==> config.mk <==
export PLATFORM = sky130hd
export DESIGN_NAME = maw_div
export DESIGN_NICKNAME = d
export VERILOG_FILES = /design/src/sv/maw_pkg.sv /design/src/sv/maw_div.sv
export VERILOG_INCLUDE_DIRS = /design/src /design/src/sv
export SDC_FILE = /design/constraint.sdc
export NUM_CORES = 1
export LEC_CHECK = 0
export BUFFER_PORTS_ARGS = -buffer_cell sky130_fd_sc_hd__buf_2
export CAP_MARGIN = 20
export CORE_UTILIZATION = 50
export CTS_BUF_LIST = sky130_fd_sc_hd__clkbuf_16
export CTS_CLUSTER_DIAMETER = 40
export DETAILED_ROUTE_END_ITERATION = 8
export HOLD_SLACK_MARGIN = 0.05
export MAX_ROUTING_LAYER = met4
export PLACE_DENSITY = 0.71
export SLEW_MARGIN = 20
export SYNTH_ARGS = -nofsm -noshare
export SYNTH_HDL_FRONTEND = slang
export SYNTH_SLANG_ARGS = --single-unit
==> constraint.sdc <==
create_clock -name clk -period 5 [get_ports clk]
set_input_delay 0.75 -clock clk [delete_from_list [all_inputs] [get_ports clk]]
set_output_delay 0.75 -clock clk [all_outputs]
set_load 0.05 [all_outputs]
==> src/sv/moving_average_window_defines.svh <==
`ifndef MOVING_AVERAGE_WINDOW_DEFINES_SVH
`define MOVING_AVERAGE_WINDOW_DEFINES_SVH

// Same-cycle implication, sampled on clk, off while rst_n is low.
`define MAW_ASSERT_NOW(label, ante, cons, msg) \
  label: assert property (@(posedge clk) disable iff (!rst_n) (ante) |-> (cons)) \
    else $error(msg);

// Next-cycle implication, sampled on clk, off while rst_n is low.
`define MAW_ASSERT_NEXT(label, ante, cons, msg) \
  label: assert property (@(posedge clk) disable iff (!rst_n) (ante) |=> (cons)) \
    else $error(msg);

`endif

==> src/sv/maw_pkg.sv <==
`default_nettype none

package maw_pkg;

  localparam int DEF_MAX_WINDOW   = 256;
  localparam int DEF_SAMPLE_WIDTH = 16;

  // window_size register and warm-up field
  localparam int SIZE_W = 9;
  localparam int WARM_W = 9;
  localparam logic [SIZE_W-1:0] SIZE_RESET = 9'd16;

  // in_tuser codes
  localparam logic MODE_SAMPLE = 1'b0;
  localparam logic MODE_CLEAR  = 1'b1;

  typedef enum logic [2:0] {
    ST_IDLE,
    ST_UPD,
    ST_DIV_GO,
    ST_DIV_WAIT,
    ST_OUT
  } state_t;

endpackage

`default_nettype wire

==> src/sv/maw_div.sv <==
`default_nettype none

// Restoring divider, one quotient bit per cycle, signed dividend over a
// positive divisor, truncating toward zero. The quotient magnitude is known
// to fit SAMPLE_WIDTH bits, so the upper dividend bits preload the remainder.
module maw_div #(
  parameter int SAMPLE_WIDTH = maw_pkg::DEF_SAMPLE_WIDTH,
  parameter int SUM_W        = 24,
  parameter int CNT_W        = 9
) (
  input  wire                           clk,
  input  wire                           rst_n,
  input  wire                           start,
  input  wire  signed [SUM_W-1:0]       dividend,
  input  wire         [CNT_W-1:0]       divisor,
  output logic                          done,
  output logic signed [SAMPLE_WIDTH-1:0] quot
);

  `include "moving_average_window_defines.svh"

  localparam int ITER_W = $clog2(SAMPLE_WIDTH + 1);

  logic                    busy_r;
  logic [ITER_W-1:0]       iter_r;
  logic [CNT_W-1:0]        rem_r;
  logic [SAMPLE_WIDTH-1:0] lo_r;
  logic [SAMPLE_WIDTH-1:0] q_r;
  logic [CNT_W-1:0]        dvs_r;
  logic                    neg_r;
  logic                    done_r;
  logic signed [SAMPLE_WIDTH-1:0] quot_r;

  logic [SUM_W-1:0]        mag;
  logic [CNT_W:0]          trial;
  logic                    ge;
  logic [CNT_W-1:0]        rem_nxt;
  logic [SAMPLE_WIDTH-1:0] q_nxt;

  always_comb begin
    mag     = dividend[SUM_W-1] ? SUM_W'(-dividend) : SUM_W'(dividend);
    trial   = {rem_r, lo_r[SAMPLE_WIDTH-1]};
    ge      = (trial >= {1'b0, dvs_r});
    rem_nxt = ge ? CNT_W'(trial - {1'b0, dvs_r}) : trial[CNT_W-1:0];
    q_nxt   = {q_r[SAMPLE_WIDTH-2:0], ge};
  end

  always_ff @(posedge clk) begin
    if (!rst_n) begin
      busy_r <= 1'b0;
      done_r <= 1'b0;
      iter_r <= '0;
    end else begin
      done_r <= 1'b0;
      if (start) begin
        busy_r <= 1'b1;
        iter_r <= ITER_W'(SAMPLE_WIDTH);
      end else if (busy_r) begin
        iter_r <= iter_r - ITER_W'(1);
        if (iter_r == ITER_W'(1)) begin
          busy_r <= 1'b0;
          done_r <= 1'b1;
        end
      end
    end
  end

  // datapath, no reset
  always_ff @(posedge clk) begin
    if (start) begin
      rem_r <= CNT_W'(mag[SUM_W-1:SAMPLE_WIDTH]);
      lo_r  <= mag[SAMPLE_WIDTH-1:0];
      q_r   <= '0;
      dvs_r <= divisor;
      neg_r <= dividend[SUM_W-1];
    end else if (busy_r) begin
      rem_r <= rem_nxt;
      lo_r  <= {lo_r[SAMPLE_WIDTH-2:0], 1'b0};
      q_r   <= q_nxt;
      if (iter_r == ITER_W'(1)) begin
        quot_r <= neg_r ? SAMPLE_WIDTH'(-q_nxt) : q_nxt;
      end
    end
  end

  assign done = done_r;
  assign quot = quot_r;

  `MAW_ASSERT_NOW(a_start_idle, start, !busy_r, "divider started while busy")
  `MAW_ASSERT_NEXT(a_done_pulse, done_r, !done_r && !busy_r, "divider done not a single pulse")

endmodule

`default_nettype wire

### Word level (Yosys, flattened, before mapping)

Cells that the tools add are included.

* register bits: 73
* logic and storage cells: 37

* $add $sub $neg: 4
* magnitude comparators: 1
* equal/unequal tests: 1
* multiplexer cells: 13
* bitwise gates (word level): 3
* reduce and logical (&&, ||, !) cells: 4

Operators by type and width (count)
* 2-to-1 mux 16 bit: 3
* 2-to-1 mux 24 bit: 1
* negator 24 bit: 1
* 2-to-1 mux 8 bit: 2
* negator 16 bit: 1
* >= comparator 10 x 9 -> 1 bit: 1
* 2-to-1 mux 5 bit: 2
* 2-to-1 mux 9 bit: 1
* subtractor 9 bit: 1
* == test 5 x 1 -> 1 bit, second input constant: 1
* subtractor 5 x 1 -> 5 bit, second input constant: 1
* 2-to-1 mux 1 bit: 4
* inverter 1 bit: 3
* AND reduction 3 bit: 1
* OR reduction 3 bit: 1
* nonzero test 2 bit: 1
* OR reduction 2 bit: 1

### Depth between registers and ports, before layout

Gate-level depths: netlist of the first run.

* depth in word-level cells: 4
* gate-level depth with buffers: 12
* mapped depth without buffers: 12

### Least setup slack after synthesis of the first run

No wires, ideal clock.

* path kind: flip-flop to flip-flop
* from: register iter_r[0]
* to: register quot_r[0] (netlist: quot[0]), enable pin
* data arrival time: 2.401 ns
* path slack: 2.184 ns
* cell stages (with the launch flop): 4
* period minus slack after synthesis: 2.816 ns
* cells stage by stage: dfxtp_1 ha_1 or4b_2 nor3b_1

* word-level cells in the longest chain between the ends: 2

RTL lines
* from (decl): line maw_div.sv:25 `logic [ITER_W-1:0] iter_r;`
* from (signal assigned): line maw_div.sv:57 `iter_r <= ITER_W'(SAMPLE_WIDTH);`
* from (signal assigned): line maw_div.sv:59 `iter_r <= iter_r - ITER_W'(1);`
* == test 5 x 1 -> 1 bit: line maw_div.sv:80 `if (iter_r == ITER_W'(1)) begin`
* AND reduction 3 bit (no line)
* to (signal assigned): line maw_div.sv:81 `quot_r <= neg_r ? SAMPLE_WIDTH'(-q_nxt) : q_nxt;`
* to (decl): line maw_div.sv:32 `logic signed [SAMPLE_WIDTH-1:0] quot_r;`

Every way passes these cells.
A chain may end at the register's enable or synchronous reset.

### Worst setup path in the final report of the first run

* from: register rem_r[6]
* to: register quot_r[8] (netlist: quot[8]) (data pin)

* word-level cells in the longest chain between the ends: 3

RTL lines
* from (decl): line maw_div.sv:26 `logic [CNT_W-1:0] rem_r;`
* from (signal assigned): line maw_div.sv:71 `rem_r <= CNT_W'(mag[SUM_W-1:SAMPLE_WIDTH]);`
* from (signal assigned): line maw_div.sv:77 `rem_r <= rem_nxt;`
* >= comparator 10 x 9 -> 1 bit: line maw_div.sv:43 `ge = (trial >= {1'b0, dvs_r});`
* negator 16 bit: line maw_div.sv:81
* 2-to-1 mux 16 bit: line maw_div.sv:81

Every way passes these cells.

==> results of run 1 <==
## through the flow
step / hold slack [ns] / utilization / cell area, um2 / power, uW / instances
after global placement: 0.481 / 0.558 / 4290 / 1220 / 504
after CTS: 0.500 / 0.596 / 4580 / 1850 / 520
after global routing: 0.538 / 0.596 / 4580 / 1930 / 520
after floorplan: 0.459 / - / 3940 / 1130 / 363
final: 0.498 / 0.596 / 4580 / 1840 / 520
after detailed placement: 0.489 / 0.558 / 4290 / 1230 / 504
## metal layers
layer  track usage  vias up
met4        0.0675        0
met1         0.242     1319
met5             -        -
met3        0.0614        5
li1              -     1413
met2         0.299       60
## power by group
| part | internal, uW | total [uW] | switching, uW |
|---|---|---|---|
| logic | 209 | 476 | 268 |
| clock network | 366 | 613 | 248 |
| registers | 721 | 752 | 31.0 |
## Yosys cell counts (2+ instances only)
cell                        instances  area share
sky130_fd_sc_hd__a21oi_1           18       0.023
sky130_fd_sc_hd__nor2_1            38       0.036
sky130_fd_sc_hd__nand3_1            4      0.0051
sky130_fd_sc_hd__nand2_1           18       0.017
sky130_fd_sc_hd__xnor2_1           20       0.044
sky130_fd_sc_hd__xor2_1            24       0.053
sky130_fd_sc_hd__o2111ai_1          2      0.0044
sky130_fd_sc_hd__o31ai_1           10       0.019
sky130_fd_sc_hd__a211oi_1           2      0.0038
sky130_fd_sc_hd__ha_1              13       0.041
sky130_fd_sc_hd__o41ai_1            5       0.011
sky130_fd_sc_hd__inv_1             19       0.018
sky130_fd_sc_hd__mux2i_1           26       0.066
sky130_fd_sc_hd__nor3_1             7      0.0089
sky130_fd_sc_hd__a31oi_1            2      0.0032
sky130_fd_sc_hd__mux2_2             4       0.011
sky130_fd_sc_hd__edfxtp_1          50        0.38
sky130_fd_sc_hd__clkbuf_1          10      0.0095
sky130_fd_sc_hd__or4b_2             2      0.0051
sky130_fd_sc_hd__nand2b_1           4      0.0063
sky130_fd_sc_hd__nor2b_1            3      0.0048
sky130_fd_sc_hd__dfxtp_1           23        0.12
sky130_fd_sc_hd__nand3b_1           2      0.0038
sky130_fd_sc_hd__or4_1              6       0.011
sky130_fd_sc_hd__o21a_1             4      0.0076
sky130_fd_sc_hd__or2_2              4      0.0063
sky130_fd_sc_hd__o21ai_0           15       0.019
sky130_fd_sc_hd__o41ai_2            4       0.016
sky130_fd_sc_hd__or3_1              2      0.0032
sky130_fd_sc_hd__buf_1              3      0.0029
sky130_fd_sc_hd__and2_1             4      0.0063
## worst max-delay path by stage
stage / end / cells after the start / start
2_1_floorplan: quot[0] / 3 / iter_r[0]
3_3_place_gp: rem_r[0] / 9 / dividend[0]
3_5_place_dp: quot[8] / 10 / rem_r[6]
4_1_cts: quot[8] / 10 / rem_r[6]
5_1_grt: quot[8] / 10 / rem_r[6]
6_report: quot[8] / 10 / rem_r[6]
## placed cells by master, fill, tap and decap left out, drive strengths merged, types with 2 or more instances in the layout
master and count:
buf 54, edfxtp 50, nor2 38, mux2i 26
xor2 24, dfxtp 23, inv 22, xnor2 20
nand2 18, a21oi 18, o21ai 15, ha 13
o31ai 11, clkbuf 10, o41ai 9, nor3 7
or4 7, or2 5, nand2b 4, nand3 4
o21a 4, and2 4, mux2 4, nor2b 3
or4b 2, or3 2, o2111ai 2, nand3b 2
a31oi 2, a211oi 2, clkinvlp 2, clkinv 2
## state kept, by name, summed over array words and instances, names as in the netlist
name	cells
dvs_r	9
busy_r	1
rem_r	9
lo_r	16
neg_r	1
q_r	15
quot	16
done	1
iter_r	5
## worst register-to-register path, cell delays in order, from the launching register on
cell and delay (ns):
sky130_fd_sc_hd__edfxtp_1 0.42, sky130_fd_sc_hd__ha_1 0.40, sky130_fd_sc_hd__nand2_1 0.10, sky130_fd_sc_hd__nand2_1 0.05, sky130_fd_sc_hd__a2111oi_0 0.51, sky130_fd_sc_hd__o21a_1 0.34, sky130_fd_sc_hd__ha_1 0.20, sky130_fd_sc_hd__inv_1 0.12
sky130_fd_sc_hd__or2_2 0.33, sky130_fd_sc_hd__o31ai_1 0.26, sky130_fd_sc_hd__xnor2_1 0.10
## logic make-up after synthesis
family	synth area share
and+or+nand+nor	0.126
DFF	0.497
buffers and inverters	0.0355
muxes	0.0774
adders and majority gates	0.0463
xor gates and xnor gates	0.0977
AOI/OAI and AO/OA	0.119
## cell type report
cell class / count / area (um2) / area share
tap: 102 / 128 / 0.0278
multi-input combinational: 255 / 1850 / 0.404
sequential: 73 / 1960 / 0.428
clock inverter: 6 / 41.3 / 0.00901
clock buffer: 10 / 250 / 0.0546
timing repair buffer: 54 / 275 / 0.0600
inverter: 20 / 75.1 / 0.0164
==> results, run 1 <==
- The run finished with clean final reports.
- In the final layout, the share of cells above drive strength 1 is 0.208.
- The sequential share of the synthesized area is 0.497.
- The worst path required time is 5.08 ns.
- The synthesized area per cell is 10.9 um2.
- The final total negative setup slack is 0 ns.
- On the critical path, the stage with the largest delay is an instance of sky130_fd_sc_hd__a2111oi_0.
- The final layout contains 463 nets.
- The area growth from synthesis to layout is 16.2%.
- Yosys mapped a number of flops with a built-in enable equal to 50.
- The endpoint of the worst register-to-register path is quot[8].
- The depth of the worst hold-timing path is 2.
- The critical path in this run is classified as flop to flop.
- The routed layout has 2797 vias.
- In this design, the largest share of critical-path delay is due to compound AO/OA/AOI/OAI gates.
- The number of warning messages in the yosys log is 0.
- The depth of the worst register-to-register path is 10.
- The worst reg2reg path startpoint is rem_r[6].
- The routed metal-1 wire length is 3.42 mm.
- The residual DRC count is 0.
- The clock tree synthesis step divided the H-tree into 3 levels.
- The minimum setup slack among reg-to-reg paths is 1.92 ns.
- The number of cells produced by synthesis is 363.
- The total area inside the core boundary comes to 7690 um2.
- The post-synthesis register bit count is 73.
- The placer's final routability congestion estimate is 0.829.
- Static timing analysis puts the maximum clock frequency at 325 MHz.
- The worst-case hold path end point is iter_r[1].
- The die outline area is 8250 um2.
- Gates resized during post-CTS repair numbered 0.
- The leakage power total is 0.00185 uW.
- The number of antenna violations at the first check in global routing is 0.
- The first global-routing pass estimated 12.2 mm of wire.
- The maximum resistive drop on vdd is 0.185 mV.
- The worst slew margin relative to its limit is 0.487.
- Along the worst path, the maximum fanout reaches 6.
- For this run, the leading register cell type out of synthesis is sky130_fd_sc_hd__edfxtp_1.
- The met3 wire length is 336 um.
- The number of slew-limit violations in the final report is 0.
- The largest single stage delay on the critical path is 0.51 ns.
- The number of buffer and inverter stages on the critical path is 1.
- The critical path goes through ha_1, nand2_1, nand2_1, a2111oi_0, o21a_1, ha_1, inv_1, or2_2, o31ai_1, xnor2_1.
- The average detailed-routed wire length per instance is 13.7 um.
- In this run, the number of DRC markers left after iteration 0 of detailed routing was 136.
- The count of final hold-check violations is 0.
- The final setup violation count is 0.
- TritonCTS built the clock tree.
- After detailed routing, no signal wire sits above met4.
- In the synthesized netlist the async set-or-reset flop fraction comes to 0.
- Clock latency on the worst-skew pair, taken at its later pin, is 0.33 ns.
- Pin placement for this block handled 53 I/O pins.
- The initial core utilization is 0.513.
- Setup repair after global routing left no endpoint under its margin.
- The portion of the clock cycle consumed by the worst path in the final layout is 0.616.
- Buffers added to address setup during post-CTS repair amount to 0.
- The number of antenna repair diodes is 0.
- For this block, the routed nets add up to 7.15 mm of wire.
- Entering global routing, the biggest net connects 52 pins.
- The tightest min-delay check is of the flop to flop type.
- The worst clock skew on the final layout is 0.00748 ns.
- The via count of the first global-routing pass came to 2727.
- The post-detailed-route via-to-cell ratio is 5.38.
- From bottom edge to top edge, the die measures 90.8 um.
- The first TritonRoute pass finished after 4 iterations.
- The number of buffers added by the clock tree synthesis step is 9.
- After layout, the worst setup slack is 1.92 ns.
- The root buffer cell is sky130_fd_sc_hd__clkbuf_16.
- No sink is reached through more buffers than the 2 on the longest clock path.
- The count of standard-cell rows is 32.
- The total congestion overflow is 0.
- The clock drives 73 sinks.
- The summed instance area of the synthesized netlist is 3940 um2.
- In this run the horizontal extent of the chip is 90.8 um.
- After clock tree synthesis, the clock-pin slew on the worst setup and hold paths is 0.06 ns.
- The net count after synthesis is 413.
- The number of hold-repair buffers added at the cts stage is 0.
- The data arrival time at the worst-slack endpoint is 3.16 ns.
- The ratio of total power to cell area is 402 nW/um2.
- The worst setup slack before clock tree synthesis is 1.93 ns.
- The startpoint identified for the worst hold timing path is iter_r[1].
- The detailed route wirelength on metal2 is 3.31 mm.
- The final-layout fill cell count is 654.
- Max-cap violations in this run came to 0.
- At the pin with the least slew margin, the transition time is 0.769 ns.
- The HPWL after detailed placement is 4.91 mm.
- The worst setup path is launched from a flop.
- The nature of the critical path endpoint is a flop.
- For the finished layout, the period the worst path requires is 3.08 ns.
- The residual antenna-violating net count after detailed routing is 0.
- The overall track demand over capacity in global routing is 0.194.
- Counting distinct cell types in the post-synthesis netlist gives 46.
- The number of input and output port buffers inserted is 52.
No activity file was read; power rests on OpenSTA's default activity.
==> inputs of run 2 (changes only) <==
- PLACE_DENSITY: 0.71 -> 0.74
- clock period: 5 -> 2.8 ns (I/O delays scaled with it)
==> run 2 against run 1 <==
  * Flip-flop and latch count did not move
  * Die area did not move
  * Critical path depth up 1
  * Via count rose by 4.6%
  * Utilization increased by 1.5 points
  * Global-route usage increased by 0.89 points
  * Clock skew decreased by 0.00059 ns
  * Critical endpoint is now quot[14]
  * Largest power group unchanged
==> results, run 2 (synthesis gave the netlist of run 1 again) <==
- The run finished with clean final reports.
- The number of max-cap violations is 0.
- The number of buffers added by the clock tree synthesis step is 9.
- The routed design uses 363 um of met3 wire.
- The tree is rooted in a sky130_fd_sc_hd__clkbuf_16.
- Buffers added to address setup during post-CTS repair amount to 0.
- The path with the worst hold slack has its endpoint at dvs_r[6].
- The final instance count without filler cells is 531.
- The total number of H-tree levels is 3.
- The average detailed-routed wire length per instance is 14.2 um.
- The number of detailed-routing iterations run before antenna repair is 5.
- Setup repair after global routing could not meet its margin everywhere.
- Summing all multi-input logic gate instances after layout gives 1870 um2.
- The layout has 662 filler cells.
- The die is 90.8 um tall.
- The slew at the pin closest to its max-slew limit is 0.656 ns.
- Port buffering added 52 buffers.
- The die is 90.8 um wide.
- The residual antenna-violating net count after detailed routing is 0.
- The category of the worst setup path launch point is a flop.
- The layout net count is 474.
- The total congestion overflow is 0.
- Leaving out fill and tap cells, the most frequent cells in the layout are sky130_fd_sc_hd__buf_2 (52), sky130_fd_sc_hd__edfxtp_1 (50), sky130_fd_sc_hd__nor2_1 (38).
- The worst setup path is captured at a flop.
- The portion of the clock cycle consumed by the worst path in the final layout is 0.950.
- The first global-routing pass estimated 12.8 mm of wire.
- The startpoint of the lowest-slack hold path is divisor[6].
- The initial utilization of the core area, before any placement, comes to 0.513.
- The critical path in this run is classified as flop to flop.
- The detailed route wirelength on metal2 is 3.56 mm.
- The number of instances in the placed design is 515.
- TritonCTS built the clock tree.
- In this run the register-to-register setup slack is 0.14 ns.
- The worst slew margin relative to its limit is 0.562.
- Dividing total power by cell area gives a power density of 731 nW/um2.
- The number of cells on the worst reg-to-reg path is 11.
- The via count of the first global-routing pass is 2756.
- The tree built by TritonCTS fans out to 73 sinks.
- The later-pin clock latency in the skew report is 0.33 ns.
- The worst register-to-register path begins at rem_r[4].
- The smallest clock period supported by the final layout is computed as 2.66 ns.
- Summed over all cells, the static leakage comes to 0.00191 uW.
- Using the TritonRoute via totals, the vias-per-cell ratio works out to 5.51.
- Detailed placement ended at an HPWL of 5.28 mm.
- The die outline area is 8250 um2.
- In this run the worst path has a maximum fanout of 4.
- From synthesis to final layout, the design area changed by 19.2%.
- The minimum setup slack in the final design is 0.141 ns.
- The count of standard-cell rows is 32.
- The fmax is 376 MHz.
- The number of hold-repair buffers added at the cts stage is 0.
- The routed metal-1 wire length is 3.52 mm.
- Setup violations remaining at the end of the flow were counted as 0.
- The clock-pin slew on the worst setup and hold paths is 0.06 ns.
- In this run the deepest clock path goes through 2 buffers.
- The top-level I/O count is 53.
- The path type of the worst min-delay path is primary input to flop.
- The count of final hold-check violations came to 0.
- The worst path required time is 2.88 ns.
- The worst setup slack before clock tree synthesis is -0.0873 ns.
- The library cell used most frequently in the layout, excluding fill and tap cells, is sky130_fd_sc_hd__buf_2.
- The region available for standard cell placement spans 7690 um2.
- The number of DRC markers in iteration 0 is 135.
- The vias after detailed routing is 2925.
- The uppermost layer routed is met4.
- The placer's final routability congestion estimate is 0.844.
- IR analysis of the VDD net gives a maximum drop of 0.364 mV.
- The routed wire length is 7.56 mm.
- The area occupied by registers is 1960 um2.
- The number of slew-limit violations in the final report is 0.
- The number of antenna diodes in the final layout is 0.
- The number of antenna violations at the first check in global routing is 0.
- The worst clock skew on the final layout is 0.00689 ns.
- The endpoint of the worst register-to-register path is quot[14].
- Of the cells placed in the final design, the portion with a size suffix greater than 1 is 0.240.
- For the worst setup path, the data arrival time is 2.74 ns.
- For this run, design rule violations remaining after detail routing come to 0.
- Along the worst hold path, the cell count comes to 1.
- The overall track demand over capacity in global routing is 0.203.
- Entering global routing, the biggest net connects 33 pins.
## run 2: layout make-up
type                    count  area share
flip-flops and latches     73       0.417
well taps                 102      0.0271
clock inverters             7      0.0144
multi-input cells         255       0.398
inverters                  20      0.0162
repair buffers             65      0.0788
clock buffers               9      0.0479
## run 2: worst max-delay path by stage
stage / startpoint / end / slack, ns
CTS: lo_r[15] / rem_r[4] / 0.06
global placement: rem_r[6] / quot[8] / 0.10
global route: rem_r[6] / quot[7] / -0.04
finish: rem_r[4] / quot[14] / 0.14
detailed placement: rem_r[6] / quot[8] / -0.09
floorplan: rem_r[6] / quot[8] / 0.04
## run 2: report_power, final
group          total, uW  internal [uW]  switching (uW)
registers           1350           1290            60.8
clock network       1130            688             442
logic                958            441             517
total               3440           2420            1020
## run 2: through the flow
stage | hold slack [ns] | util | total power, uW | cell area [um2] | setup TNS, ns
global placement | 0.476 | 0.570 | 2250 | 4380 | 0
detailed placement | 0.494 | 0.570 | 2280 | 4380 | -0.130
global route | 0.254 | 0.611 | 3620 | 4700 | -0.0364
finish | 0.265 | 0.611 | 3440 | 4700 | 0
floorplan | 0.459 | - | 2010 | 3950 | 0
CTS | 0.258 | 0.609 | 3430 | 4680 | 0
## run 2: worst max-delay path, cell delays in order (launching register included)
cell and delay [ns]:
sky130_fd_sc_hd__edfxtp_1 0.42, sky130_fd_sc_hd__ha_1 0.33, sky130_fd_sc_hd__buf_4 0.16, sky130_fd_sc_hd__a21oi_1 0.14, sky130_fd_sc_hd__nand2_1 0.13, sky130_fd_sc_hd__o21ai_1 0.20, sky130_fd_sc_hd__o21a_1 0.20, sky130_fd_sc_hd__ha_1 0.16
sky130_fd_sc_hd__inv_1 0.06, sky130_fd_sc_hd__buf_4 0.15, sky130_fd_sc_hd__o41ai_2 0.34, sky130_fd_sc_hd__xnor2_1 0.11
## run 2: what timing repair did
| item | CTS | global route |
|---|---|---|
| endpoints found under the setup margin | 3 | 20 |
| hold endpoints to repair | 0 | 0 |
| cloned | 0 | 0 |
| gates resized for setup | 2 | 6 |
## run 2: metal layers
layer | track usage | vias to the layer above
li1 | - | 1450
met1 | 0.258 | 1383
met2 | 0.318 | 81
met3 | 0.0446 | 11
met4 | 0.0807 | 0
met5 | - | -
